--- config.mk ---
export PLATFORM = sky130hd
export DESIGN_NAME = nfc_response_frame_receiver
export DESIGN_NICKNAME = d
export VERILOG_FILES = /design/src/hw/rtl/nfcr_pkg.sv /design/src/hw/rtl/nfcr_core.sv /design/src/hw/rtl/nfcr_out_reg.sv /design/src/hw/rtl/nfc_response_frame_receiver.sv
export SDC_FILE = /design/constraint.sdc
export NUM_CORES = 1
export LEC_CHECK = 0
export BUFFER_PORTS_ARGS = -buffer_cell sky130_fd_sc_hd__buf_2
export CORE_MARGIN = 10
export CORE_UTILIZATION = 40
export CTS_CLUSTER_SIZE = 20
export DETAILED_ROUTE_END_ITERATION = 12
export PLACE_DENSITY = 0.69
export SETUP_SLACK_MARGIN = 0.4
export SLEW_MARGIN = 20
export SYNTH_ARGS = -nofsm -noshare
export SYNTH_HDL_FRONTEND = slang
export SYNTH_HIERARCHICAL = 1
export SYNTH_SLANG_ARGS = --single-unit
--- constraint.sdc ---
create_clock -name clk -period 3.8 [get_ports clk]
set_clock_uncertainty 0.1 [all_clocks]
set_input_delay 0.95 -clock clk [delete_from_list [all_inputs] [get_ports clk]]
set_output_delay 0.95 -clock clk [all_outputs]
set_load 0.01 [all_outputs]
--- src/hw/rtl/nfcr_pkg.sv ---
// Shared types and constants for the NFC response frame receiver.
`default_nettype none

package nfcr_pkg;

  typedef enum logic [1:0] {
    CMD_START = 2'd0,
    CMD_POLL  = 2'd1,
    CMD_DATA  = 2'd2
  } cmd_t;

  typedef enum logic [2:0] {
    ST_PROGRESS = 3'd0,
    ST_DONE     = 3'd1,
    ST_BUSY     = 3'd2,
    ST_TIMEOUT  = 3'd3,
    ST_PREAMBLE = 3'd4,
    ST_APP_ERR  = 3'd5,
    ST_EXTENDED = 3'd6,
    ST_LEN_CSUM = 3'd7
  } status_t;

  typedef enum logic [1:0] {
    PH_IDLE    = 2'd0,
    PH_POLL    = 2'd1,
    PH_HEADER  = 2'd2,
    PH_PAYLOAD = 2'd3
  } phase_t;

  // configuration register indexes
  localparam logic CFG_TIMEOUT_LIMIT = 1'b0;
  localparam logic CFG_SHORT_REPLY   = 1'b1;

  localparam logic [7:0] TIMEOUT_RESET   = 8'd100;
  localparam logic [7:0] READY_BYTE      = 8'h01;
  localparam logic [7:0] PREAMBLE_LOW    = 8'h00;
  localparam logic [7:0] PREAMBLE_START  = 8'hFF;
  localparam logic [7:0] LEN_APP_ERR     = 8'h01;
  localparam logic [7:0] LEN_EXTENDED    = 8'hFF;
  localparam logic [7:0] LCS_SPECIAL     = 8'hFF;
  localparam logic [8:0] LEN_LCS_SUM     = 9'd256;
  localparam logic [8:0] SHORT_FRAME_LEN = 9'd6;
  localparam logic [8:0] FRAME_OVERHEAD  = 9'd7;

  // header byte positions
  localparam logic [8:0] POS_PRE0 = 9'd0;
  localparam logic [8:0] POS_PRE1 = 9'd1;
  localparam logic [8:0] POS_PRE2 = 9'd2;
  localparam logic [8:0] POS_LEN  = 9'd3;
  localparam logic [8:0] POS_LCS  = 9'd4;

  typedef struct packed {
    logic [2:0] status;
    logic       byte_valid;
    logic [8:0] byte_position;
    logic [7:0] byte_value;
    logic [8:0] frame_length;
    logic [7:0] app_error;
    logic       awaiting_data;
  } result_t;

endpackage

`default_nettype wire

--- src/hw/rtl/nfcr_core.sv ---
// Frame receive state, config registers and per-word result logic.
`default_nettype none

module nfcr_core (
  input  wire logic            clk,
  input  wire logic            rst_n,
  input  wire logic            accept,
  input  wire logic [1:0]      command,
  input  wire logic [7:0]      rx_byte,
  input  wire logic            cfg_we,
  input  wire logic            cfg_index,
  input  wire logic [7:0]      cfg_wdata,
  output nfcr_pkg::result_t    res
);
  import nfcr_pkg::*;

  logic [7:0] timeout_limit_r;
  logic       short_reply_r;

  phase_t     phase_r,       phase_nxt;
  logic [8:0] poll_count_r,  poll_count_nxt;
  logic [8:0] position_r,    position_nxt;
  logic [7:0] length_byte_r, length_byte_nxt;
  logic [8:0] bytes_left_r,  bytes_left_nxt;
  logic [7:0] err_code_r,    err_code_nxt;
  logic       pre_bad_r,     pre_bad_nxt;

  logic [8:0] pos_inc;
  logic [8:0] left_dec;
  logic [7:0] lcs;
  logic [8:0] len_lcs;

  assign pos_inc  = position_r + 9'd1;
  assign left_dec = bytes_left_r - 9'd1;
  assign lcs      = bytes_left_r[7:0];
  assign len_lcs  = {1'b0, length_byte_r} + {1'b0, lcs};

  always_ff @(posedge clk) begin
    if (!rst_n) begin
      timeout_limit_r <= TIMEOUT_RESET;
      short_reply_r   <= 1'b0;
    end else if (cfg_we) begin
      case (cfg_index)
        CFG_TIMEOUT_LIMIT: timeout_limit_r <= cfg_wdata;
        CFG_SHORT_REPLY:   short_reply_r   <= cfg_wdata[0];
        default: ;
      endcase
    end
  end

  always_ff @(posedge clk) begin
    if (!rst_n) begin
      phase_r       <= PH_IDLE;
      poll_count_r  <= '0;
      position_r    <= '0;
      length_byte_r <= '0;
      bytes_left_r  <= '0;
      err_code_r    <= '0;
      pre_bad_r     <= 1'b0;
    end else if (accept) begin
      phase_r       <= phase_nxt;
      poll_count_r  <= poll_count_nxt;
      position_r    <= position_nxt;
      length_byte_r <= length_byte_nxt;
      bytes_left_r  <= bytes_left_nxt;
      err_code_r    <= err_code_nxt;
      pre_bad_r     <= pre_bad_nxt;
    end
  end

  always_comb begin
    status_t st;
    logic    pre_bad_now;
    st              = ST_PROGRESS;
    pre_bad_now     = pre_bad_r;
    phase_nxt       = phase_r;
    poll_count_nxt  = poll_count_r;
    position_nxt    = position_r;
    length_byte_nxt = length_byte_r;
    bytes_left_nxt  = bytes_left_r;
    err_code_nxt    = err_code_r;
    pre_bad_nxt     = pre_bad_r;
    res             = '0;

    case (cmd_t'(command))
      CMD_START: begin
        if (phase_r != PH_IDLE) begin
          st = ST_BUSY;
        end else begin
          phase_nxt       = PH_POLL;
          poll_count_nxt  = '0;
          position_nxt    = '0;
          length_byte_nxt = '0;
          bytes_left_nxt  = '0;
          err_code_nxt    = '0;
          pre_bad_nxt     = 1'b0;
        end
      end
      CMD_POLL: begin
        if (phase_r == PH_POLL) begin
          if (rx_byte == READY_BYTE) begin
            phase_nxt    = PH_HEADER;
            position_nxt = '0;
            pre_bad_nxt  = 1'b0;
          end else if (poll_count_r > {1'b0, timeout_limit_r}) begin
            st        = ST_TIMEOUT;
            phase_nxt = PH_IDLE;
          end else begin
            poll_count_nxt = poll_count_r + 9'd1;
          end
        end
      end
      CMD_DATA: begin
        if (phase_r == PH_HEADER || phase_r == PH_PAYLOAD) begin
          res.byte_valid    = 1'b1;
          res.byte_position = position_r;
          res.byte_value    = rx_byte;
          position_nxt      = pos_inc;
          if (phase_r == PH_HEADER) begin
            if (position_r == POS_PRE0 || position_r == POS_PRE1) begin
              if (rx_byte != PREAMBLE_LOW) pre_bad_nxt = 1'b1;
            end else if (position_r == POS_PRE2) begin
              pre_bad_now = pre_bad_r | (rx_byte != PREAMBLE_START);
              pre_bad_nxt = pre_bad_now;
              if (pre_bad_now) begin
                st        = ST_PREAMBLE;
                phase_nxt = PH_IDLE;
              end
            end else if (position_r == POS_LEN) begin
              length_byte_nxt = rx_byte;
            end else if (position_r == POS_LCS) begin
              bytes_left_nxt = {1'b0, rx_byte};
            end else begin
              // TFI: classify the frame
              if (length_byte_r == LEN_APP_ERR && lcs == LCS_SPECIAL) begin
                err_code_nxt = rx_byte;
                st           = ST_APP_ERR;
                phase_nxt    = PH_IDLE;
              end else if (length_byte_r == LEN_EXTENDED && lcs == LCS_SPECIAL) begin
                st        = ST_EXTENDED;
                phase_nxt = PH_IDLE;
              end else if (short_reply_r) begin
                st               = ST_DONE;
                res.frame_length = SHORT_FRAME_LEN;
                phase_nxt        = PH_IDLE;
              end else if (len_lcs != LEN_LCS_SUM) begin
                st        = ST_LEN_CSUM;
                phase_nxt = PH_IDLE;
              end else begin
                bytes_left_nxt = {1'b0, length_byte_r} + 9'd1;
                phase_nxt      = PH_PAYLOAD;
              end
            end
          end else begin
            bytes_left_nxt = left_dec;
            if (left_dec == 9'd0) begin
              st               = ST_DONE;
              res.frame_length = {1'b0, length_byte_r} + FRAME_OVERHEAD;
              phase_nxt        = PH_IDLE;
            end
          end
        end
      end
      default: ;
    endcase

    res.status        = st;
    res.app_error     = err_code_nxt;
    res.awaiting_data = (phase_nxt == PH_HEADER || phase_nxt == PH_PAYLOAD);
  end

endmodule

`default_nettype wire

--- src/hw/rtl/nfcr_out_reg.sv ---
// Result register between the receive logic and the output channel.
`default_nettype none

module nfcr_out_reg (
  input  wire logic            clk,
  input  wire logic            rst_n,
  input  wire logic            in_valid,
  output      logic            in_ready,
  input  wire nfcr_pkg::result_t res_in,
  output      logic            out_valid,
  input  wire logic            out_ready,
  output nfcr_pkg::result_t    res_out
);
  import nfcr_pkg::*;

  logic    valid_r;
  result_t res_r;

  // the register frees up in the same cycle its word is taken
  assign in_ready  = !valid_r || out_ready;
  assign out_valid = valid_r;
  assign res_out   = res_r;

  always_ff @(posedge clk) begin
    if (!rst_n) begin
      valid_r <= 1'b0;
    end else if (in_ready) begin
      valid_r <= in_valid;
    end
  end

  always_ff @(posedge clk) begin
    if (in_valid && in_ready) begin
      res_r <= res_in;
    end
  end

endmodule

`default_nettype wire

--- src/hw/rtl/nfc_response_frame_receiver.sv ---
// Top level of the NFC response frame receiver.
//
// Input channel (in_valid/in_ready): one word per command: start, status
// poll byte or frame data byte (in_command, in_rx_byte).
// Output channel (out_valid/out_ready): exactly one result word per input
// word, in order: status, echoed frame byte with its position, frame length,
// held application error code and whether frame bytes are expected next.
// Config port (cfg_we/cfg_index/cfg_wdata): index 0 timeout limit, index 1
// short reply mode; the user must write it only while the block is idle,
// which the block does not enforce. A result appears in the cycle after its
// word is accepted. Throughput: one word per cycle; the receive state is
// updated in a single pass of compare logic between the input handshake
// and the result register. A stalled output holds its result; in_ready stays
// high while the result register is empty or being drained in the same cycle.
// Reset (rst_n low, synchronous): block idle, counters and held error code
// cleared, timeout limit 100, short reply mode off, no result pending.
`default_nettype none

module nfc_response_frame_receiver (
  input  wire logic       clk,
  input  wire logic       rst_n,
  input  wire logic       in_valid,
  output      logic       in_ready,
  input  wire logic [1:0] in_command,
  input  wire logic [7:0] in_rx_byte,
  output      logic       out_valid,
  input  wire logic       out_ready,
  output      logic [2:0] out_status,
  output      logic       out_byte_valid,
  output      logic [8:0] out_byte_position,
  output      logic [7:0] out_byte_value,
  output      logic [8:0] out_frame_length,
  output      logic [7:0] out_app_error,
  output      logic       out_awaiting_data,
  input  wire logic       cfg_we,
  input  wire logic       cfg_index,
  input  wire logic [7:0] cfg_wdata
);
  import nfcr_pkg::*;

  result_t res_nxt;
  result_t res_q;

  nfcr_core u_core (
    .clk       (clk),
    .rst_n     (rst_n),
    .accept    (in_valid && in_ready),
    .command   (in_command),
    .rx_byte   (in_rx_byte),
    .cfg_we    (cfg_we),
    .cfg_index (cfg_index),
    .cfg_wdata (cfg_wdata),
    .res       (res_nxt)
  );

  nfcr_out_reg u_out (
    .clk       (clk),
    .rst_n     (rst_n),
    .in_valid  (in_valid),
    .in_ready  (in_ready),
    .res_in    (res_nxt),
    .out_valid (out_valid),
    .out_ready (out_ready),
    .res_out   (res_q)
  );

  assign out_status        = res_q.status;
  assign out_byte_valid    = res_q.byte_valid;
  assign out_byte_position = res_q.byte_position;
  assign out_byte_value    = res_q.byte_value;
  assign out_frame_length  = res_q.frame_length;
  assign out_app_error     = res_q.app_error;
  assign out_awaiting_data = res_q.awaiting_data;

endmodule

`default_nettype wire

==> results of run 1 <==
-- kinds of logic (layout without fill, tap and decap cells) --
group / Yosys count / after routing / synth area share [%]
xor gates and xnor gates: 25 / 25 / 3.86
AOI/OAI and AO/OA: 145 / 145 / 17.6
buffers and inverters: 64 / 116 / 4.58
DFF: 95 / 95 / 40.4
muxes: 7 / 7 / 1.26
and+or+nand+nor: 287 / 287 / 26.1
adders and majority gates: 28 / 28 / 6.30
-- through the flow --
stage               hold slack [ps]  utilization, %  instances
CTS                             373            46.3        883
global route                    398            46.3        883
floorplan                       341               -        651
global placement                355            44.1        867
finish                          366            46.3        883
detailed placement              364            44.1        867
-- area by class of cell --
class	count	area [um2]	area share [%]
clock buffer	12	268	4.17
clock inverter	4	28.8	0.448
inverter	28	105	1.64
multi-input combinational	492	3120	48.6
sequential	95	2290	35.7
tap	180	225	3.51
timing repair buffer	72	380	5.92
-- registers in the layout, summed over array words and instances, names as in the netlist, 2 cells and up --
name	cells
u_core/poll_count_r	9
u_core/err_code_r	8
u_core/position_r	9
u_out/res_out	39
u_core/bytes_left_r	9
u_core/length_byte_r	8
u_core/timeout_limit_r	8
u_core/phase_r	2
-- layer usage --
layer,share of wire [%],up-vias,track usage (%),wire length [um]
li1,-,2451,-,-
met1,46,2382,18.8,6850
met2,47,160,24.6,7030
met3,6.6,13,4.35,992
met4,0.85,0,3.73,128
met5,0,-,0,0
-- power by group --
part | total (mW) | leakage, nW | internal, mW | switching [mW]
combinational | 0.216 | 1.53 | 0.0783 | 0.138
clock | 0.886 | 0.140 | 0.501 | 0.385
sequential | 1.11 | 0.849 | 1.09 | 0.0220
total | 2.21 | 2.52 | 1.67 | 0.545
-- final timing paths --
kind,to,cells past startpoint,slack (ps),startpoint
setup / recovery,u_core/err_code_r[1],8,730,u_core/length_byte_r[0]
hold / removal,u_core/timeout_limit_r[7],2,370,u_core/timeout_limit_r[7]
setup reg to reg,u_core/err_code_r[1],8,730,u_core/length_byte_r[0]
hold reg to reg,u_core/timeout_limit_r[7],2,370,u_core/timeout_limit_r[7]
-- worst max-delay path, cell delays in order (launching register included) --
cell                        delay [ps]
sky130_fd_sc_hd__dfxtp_1           530
sky130_fd_sc_hd__ha_1              200
sky130_fd_sc_hd__or4b_4            480
sky130_fd_sc_hd__nor4_4            310
sky130_fd_sc_hd__o2111ai_1         170
sky130_fd_sc_hd__a211o_2           430
sky130_fd_sc_hd__or2_0             400
sky130_fd_sc_hd__a22oi_1           260
sky130_fd_sc_hd__nor2b_1            70
-- cell usage in the layout, fill, tap and decap left out, types with 10 or more instances in the layout --
cell type                   count
sky130_fd_sc_hd__nand2_1       82
sky130_fd_sc_hd__buf_2         64
sky130_fd_sc_hd__dfxtp_1       56
sky130_fd_sc_hd__nor2_1        54
sky130_fd_sc_hd__edfxtp_1      39
sky130_fd_sc_hd__o21ai_0       30
sky130_fd_sc_hd__inv_1         28
sky130_fd_sc_hd__ha_1          27
sky130_fd_sc_hd__a21oi_1       25
sky130_fd_sc_hd__nand3_1       24
sky130_fd_sc_hd__nand4_1       19
sky130_fd_sc_hd__nor3_1        16
sky130_fd_sc_hd__nor2b_1       15
sky130_fd_sc_hd__xnor2_1       15
sky130_fd_sc_hd__a21boi_0      14
sky130_fd_sc_hd__and3_1        13
sky130_fd_sc_hd__and2_1        12
sky130_fd_sc_hd__clkbuf_16     10
sky130_fd_sc_hd__nand2b_1      10
sky130_fd_sc_hd__xor2_1        10
==> insert_results.sql, run 1 <==
INSERT INTO impl_metrics (metric_group, metric, value, unit) VALUES
('synthesis', 'syn_area_per_cell', '8.72', 'um2'),
('sta', 'rsz0062_at_grt', 'false', ''),
('drt', 'avgViaCountPerCell', '5.67', ''),
('synthesis', 'synthDominantAreaCellType', 'sky130_fd_sc_hd__edfxtp_1', ''),
('worst_setup_path', 'worstPathMaxFanout', '11', ''),
('floorplan', 'io_pins', '65', ''),
('clock_network', 'cts_tree', 'yes', ''),
('drt', 'via_count', '5006', ''),
('synthesis', 'synth_common_cells', 'sky130_fd_sc_hd__nand2_1, sky130_fd_sc_hd__dfxtp_1, sky130_fd_sc_hd__nor2_1', ''),
('job', 'drv.max_cap_violation_count', '0', ''),
('worst_setup_path', 'worst-setup-path-type', 'reg2reg', ''),
('power_and_ir_drop', 'power.density', '345', 'nW/um2'),
('drt', 'iteration_0_drc_count_of_the_detailed_router', '495', ''),
('synthesis', 'number_of_enable_type_register_cells_in_the_synthesized_netlist', '39', ''),
('worst_setup_path', 'cp-start-kind', 'flip-flop', ''),
('drt', 'drt_first_pass_iters', '6', ''),
('clock_network', 'cts-buffers-inserted', '9', ''),
('synthesis', 'synth_seq_area_share', '40.4', '%'),
('placed_design', 'port-buffer-count', '64', ''),
('placed_design', 'place.detailed.hpwl', '11.1', 'mm'),
('drt', 'average_wire_per_cell_in_the_routed_design', '17.0', 'um'),
('sta', 'layout_min_cycle_time', '3070', 'ps'),
('final_layout', 'synthToLayoutAreaGrowth', '13.2', '%'),
('grt', 'grt_max_degree', '50', ''),
('sta', 'fin_ws', '726', 'ps'),
('worst_setup_path', 'cp_data_required_time', '3940', 'ps'),
('power_and_ir_drop', 'total_power', '2.21', 'mW'),
('synthesis', 'post_synth_inst_count', '651', ''),
('grt', 'grt_first_pass_wirelength', '24.3', 'mm'),
('synthesis', 'synth_async_sr_flop_share', '0', '%'),
('final_layout', 'fillerInstances', '1387', ''),
('clock_network', 'clock-sinks', '95', ''),
('drt', 'drc', '0', ''),
('clock_network', 'clk_latency', '350', 'ps'),
('sta', 'final_min_period_over_clock_period', '80.9', '%'),
('final_layout', 'finalNetCount', '750', ''),
('synthesis', 'most_frequently_used_cell_type_in_the_post_synthesis_netlist', 'sky130_fd_sc_hd__nand2_1', ''),
('worst_setup_path', 'arrival', '3220', 'ps'),
('power_and_ir_drop', 'p_leak', '2.52', 'nW'),
('floorplan', 'core_area', '13900', 'um2'),
('placed_design', 'placement.cell_area', '6130', 'um2'),
('final_layout', 'antenna-diode-count', '0', ''),
('clock_network', 'ctsResizeCount', '0', ''),
('clock_network', 'ctsRootBufferMaster', 'sky130_fd_sc_hd__clkbuf_16', ''),
('grt', 'grt_overflow_total', '0', ''),
('synthesis', 'synth.top_cells.by_area', 'sky130_fd_sc_hd__edfxtp_1, sky130_fd_sc_hd__dfxtp_1, sky130_fd_sc_hd__ha_1', ''),
('floorplan', 'die_w', '139', 'um'),
('synthesis', 'synth-seq-cells', '95', ''),
('final_layout', 'design_area', '6420', 'um2'),
('grt', 'combined_global_route_utilization_of_all_metal_layers', '15.0', '%'),
('synthesis', 'netlist-cell-type-count', '69', ''),
('floorplan', 'rows', '43', ''),
('sta', 'maxSlewViolCount', '0', ''),
('status', 'run_status', 'finished clean', ''),
('sta', 'maxSlewHeadroom', '52.8', '%'),
('clock_network', 'cts_hold_buf', '0', ''),
('synthesis', 'syn_area', '5680', 'um2'),
('clock_network', 'cts_max_level', '3', ''),
('synthesis', 'top_reg_cell_synth', 'sky130_fd_sc_hd__dfxtp_1', ''),
('floorplan', 'initial_util', '40.9', '%'),
('sta', 'achievable-frequency', '325', 'MHz'),
('synthesis', 'synth_top_cell_area_share', '20.6', '%'),
('hold_path', 'hold_path.class', 'reg2reg', ''),
('sta', 'worstMarginPinSlew', '708', 'ps'),
('drt', 'wl', '15.0', 'mm'),
('clock_network', 'cts.reportedPaths.clkPinSlew', '70', 'ps'),
('clock_network', 'cts.repair_timing.setup_buffer_count', '0', ''),
('worst_setup_path', 'setup.worst_path.end_class', 'flip-flop', ''),
('floorplan', 'die_y', '139', 'um'),
('synthesis', 'synth.yosys.warnings', '6', ''),
('drt', 'postRouteAntennaNets', '0', ''),
('placed_design', 'dp_slack', '547', 'ps'),
('sta', 'report.final.setup_viol', '0', ''),
('synthesis', 'synthesis.nets', '703', ''),
('placed_design', 'routabilityCongestion', '0.929', ''),
('sta', 'setup_total_negative_slack', '0', 'ps'),
('power_and_ir_drop', 'vdd_ir_max', '191', 'uV'),
('clock_network', 'ctsLongestPathBuffers', '2', ''),
('floorplan', 'die_area', '19400', 'um2'),
('grt', 'number_of_antenna_violations_at_the_first_check_in_global_routing', '0', ''),
('sta', 'timing.final.hold_violations', '0', ''),
('final_layout', 'final_layout_size_suffix_gt1_share', '15.6', '%'),
('grt', 'grt_pass1_vias', '4715', '');
Power figures use the tool's default switching activity.
==> run 2, diff against run 1 <==
--- a/config.mk
+++ b/config.mk
@@ -10,7 +10,7 @@
 export CORE_UTILIZATION = 40
 export CTS_CLUSTER_SIZE = 20
 export DETAILED_ROUTE_END_ITERATION = 12
-export PLACE_DENSITY = 0.69
+export PLACE_DENSITY = 0.71
 export SETUP_SLACK_MARGIN = 0.4
 export SLEW_MARGIN = 20
 export SYNTH_ARGS = -nofsm -noshare
==> constraint.sdc (replaced) <==
create_clock -name clk -period 2.8 [get_ports clk]
set_clock_uncertainty 0.1 [all_clocks]
set_input_delay 0.7 -clock clk [delete_from_list [all_inputs] [get_ports clk]]
set_output_delay 0.7 -clock clk [all_outputs]
set_load 0.01 [all_outputs]
==> run 2 against run 1 <==
Against the previous run: critical path depth up 1; clock power up 38%; count of clock-buffer cells in the layout down 2; global-route usage up 1.4 points; critical path type unchanged; critical endpoint is now u_core/err_code_r[6]; highest routed layer unchanged.
==> insert_results.sql, run 2 (synthesized netlist as in run 1, its figures left out) <==
INSERT INTO impl_metrics (metric_group, metric, value, unit) VALUES
('grt', 'number_of_antenna_violations_at_the_first_check_in_global_routing', '0', ''),
('placed_design', 'port-buffer-count', '64', ''),
('final_layout', 'antenna-diode-count', '0', ''),
('final_layout', 'final_layout_size_suffix_gt1_share', '31.9', '%'),
('sta', 'achievable-frequency', '386', 'MHz'),
('clock_network', 'cts_max_level', '3', ''),
('placed_design', 'routabilityCongestion', '0.917', ''),
('grt', 'grt_first_pass_wirelength', '26.6', 'mm'),
('clock_network', 'clk_latency', '350', 'ps'),
('sta', 'worstMarginPinSlew', '601', 'ps'),
('drt', 'avgViaCountPerCell', '5.72', ''),
('sta', 'layout_min_cycle_time', '2590', 'ps'),
('grt', 'combined_global_route_utilization_of_all_metal_layers', '16.3', '%'),
('floorplan', 'rows', '43', ''),
('final_layout', 'largest_register_ffs', '39', ''),
('sta', 'report.final.setup_viol', '0', ''),
('sta', 'rsz0062_at_grt', 'true', ''),
('final_layout', 'mostFrequentLayoutCells', 'sky130_fd_sc_hd__nand2_1, sky130_fd_sc_hd__buf_2, sky130_fd_sc_hd__buf_4', ''),
('power_and_ir_drop', 'vdd_ir_max', '324', 'uV'),
('drt', 'drc', '0', ''),
('drt', 'average_wire_per_cell_in_the_routed_design', '17.8', 'um'),
('sta', 'timing.final.hold_violations', '0', ''),
('worst_setup_path', 'crit_chain', 'buf_4 > or4b_4 > nor4_4 > o2111ai_1 > a211o_2 > or2_1 > buf_6 > a22oi_2 > nor2b_1', ''),
('drt', 'drt_first_pass_iters', '5', ''),
('worst_setup_path', 'worst-setup-path-type', 'reg2reg', ''),
('status', 'run_status', 'finished clean', ''),
('sta', 'final_min_period_over_clock_period', '92.6', '%'),
('final_layout', 'synthToLayoutAreaGrowth', '30.2', '%'),
('power_and_ir_drop', 'power.density', '421', 'nW/um2'),
('drt', 'iteration_0_drc_count_of_the_detailed_router', '508', ''),
('worst_setup_path', 'cp_slowest_stage_delay', '510', 'ps'),
('worst_setup_path', 'worstPathMaxFanout', '8', ''),
('worst_setup_path', 'arrival', '2740', 'ps'),
('worst_setup_path', 'setup.worst_path.end_class', 'flip-flop', ''),
('power_and_ir_drop', 'p_leak', '2.96', 'nW'),
('power_and_ir_drop', 'total_power', '3.11', 'mW'),
('floorplan', 'die_area', '19400', 'um2'),
('floorplan', 'io_pins', '65', ''),
('floorplan', 'initial_util', '40.9', '%'),
('sta', 'setup_total_negative_slack', '0', 'ps'),
('clock_network', 'cts-buffers-inserted', '9', ''),
('sta', 'final.hold.worst_slack', '364', 'ps'),
('floorplan', 'die_w', '139', 'um'),
('drt', 'postRouteAntennaNets', '0', ''),
('drt', 'wl', '16.9', 'mm'),
('final_layout', 'finalNetCount', '815', ''),
('clock_network', 'ctsLongestPathBuffers', '2', ''),
('floorplan', 'core_area', '13900', 'um2'),
('clock_network', 'cts.reportedPaths.clkPinSlew', '70', 'ps'),
('grt', 'grt_overflow_total', '0', ''),
('floorplan', 'die_y', '139', 'um'),
('worst_setup_path', 'timing.critical_path.max_delay_family', 'simple AND/OR/NAND/NOR gates', ''),
('placed_design', 'place.detailed.hpwl', '11.8', 'mm'),
('hold_path', 'hold_path.class', 'reg2reg', ''),
('final_layout', 'final_common_cell', 'sky130_fd_sc_hd__nand2_1', ''),
('drt', 'via_count', '5419', ''),
('worst_setup_path', 'cp_data_required_time', '2940', 'ps'),
('grt', 'grt_max_degree', '40', ''),
('clock_network', 'cts_tree', 'yes', ''),
('clock_network', 'clock-sinks', '95', ''),
('sta', 'maxSlewHeadroom', '59.8', '%'),
('worst_setup_path', 'setup.reg_to_reg.worst_slack', '210', 'ps'),
('grt', 'grt_pass1_vias', '5267', ''),
('sta', 'maxSlewViolCount', '0', ''),
('worst_setup_path', 'cp-start-kind', 'flip-flop', ''),
('clock_network', 'ctsRootBufferMaster', 'sky130_fd_sc_hd__clkbuf_16', ''),
('worst_setup_path', 'critical-path-slowest-cell', 'sky130_fd_sc_hd__or4b_4', ''),
('worst_setup_path', 'path_buf_inv', '2', ''),
('job', 'drv.max_cap_violation_count', '0', '');
[run 2: timing repair]
action | 4_1_cts | 5_1_grt
hold buffers | 0 | 0
pin swaps | 24 | 31
resized for setup | 48 | 44
gates cloned | 1 | 0
setup buffers | 7 | 11
endpoints found under the setup margin | 47 | 62
[run 2: worst min-delay path: stages, from the launching register on]
cell and delay, ps:
sky130_fd_sc_hd__dfxtp_2 320, sky130_fd_sc_hd__nand2_1 40, sky130_fd_sc_hd__a21boi_0 60
[run 2: worst paths after layout]
kind	start	to	depth (start not counted)
hold / removal	u_core/timeout_limit_r[1]	u_core/timeout_limit_r[1]	2
setup / recovery	u_core/length_byte_r[6]	u_core/err_code_r[6]	9
setup reg to reg	u_core/length_byte_r[6]	u_core/err_code_r[6]	9
hold reg to reg	u_core/timeout_limit_r[1]	u_core/timeout_limit_r[1]	2
[run 2: report_power, final]
part           internal (mW)  switching (mW)
clock network          0.691           0.528
logic                  0.162           0.232
registers               1.47          0.0226
total                   2.33           0.782
[run 2: routing by layer]
layer / up-vias / global-route usage, % / part of all wire, %
li1: 2578 / - / -
met1: 2592 / 20.3 / 43
met2: 219 / 27.4 / 49
met3: 30 / 4.18 / 7.0
met4: 0 / 4.34 / 1.5
met5: - / 0 / 0
[run 2: metrics by stage]
step | std cells | setup slack, ps | instance area [um2] | utilization (%)
finish | 948 | 207 | 7390 | 53.2
global route | 948 | 122 | 7390 | 53.2
CTS | 937 | 199 | 7130 | 51.4
detailed placement | 913 | 117 | 6600 | 47.5
global placement | 913 | 126 | 6600 | 47.5
floorplan | 651 | 190 | 5810 | -
[run 2: area by class of cell]
cell class	instances	area, um2
Clock inverter	6	61.3
Multi-Input combinational cell	493	3530
Sequential cell	95	2320
Timing Repair Buffer	136	915
Inverter	28	110
Fill cell	1255	6490
Clock buffer	10	229
Tap cell	180	225
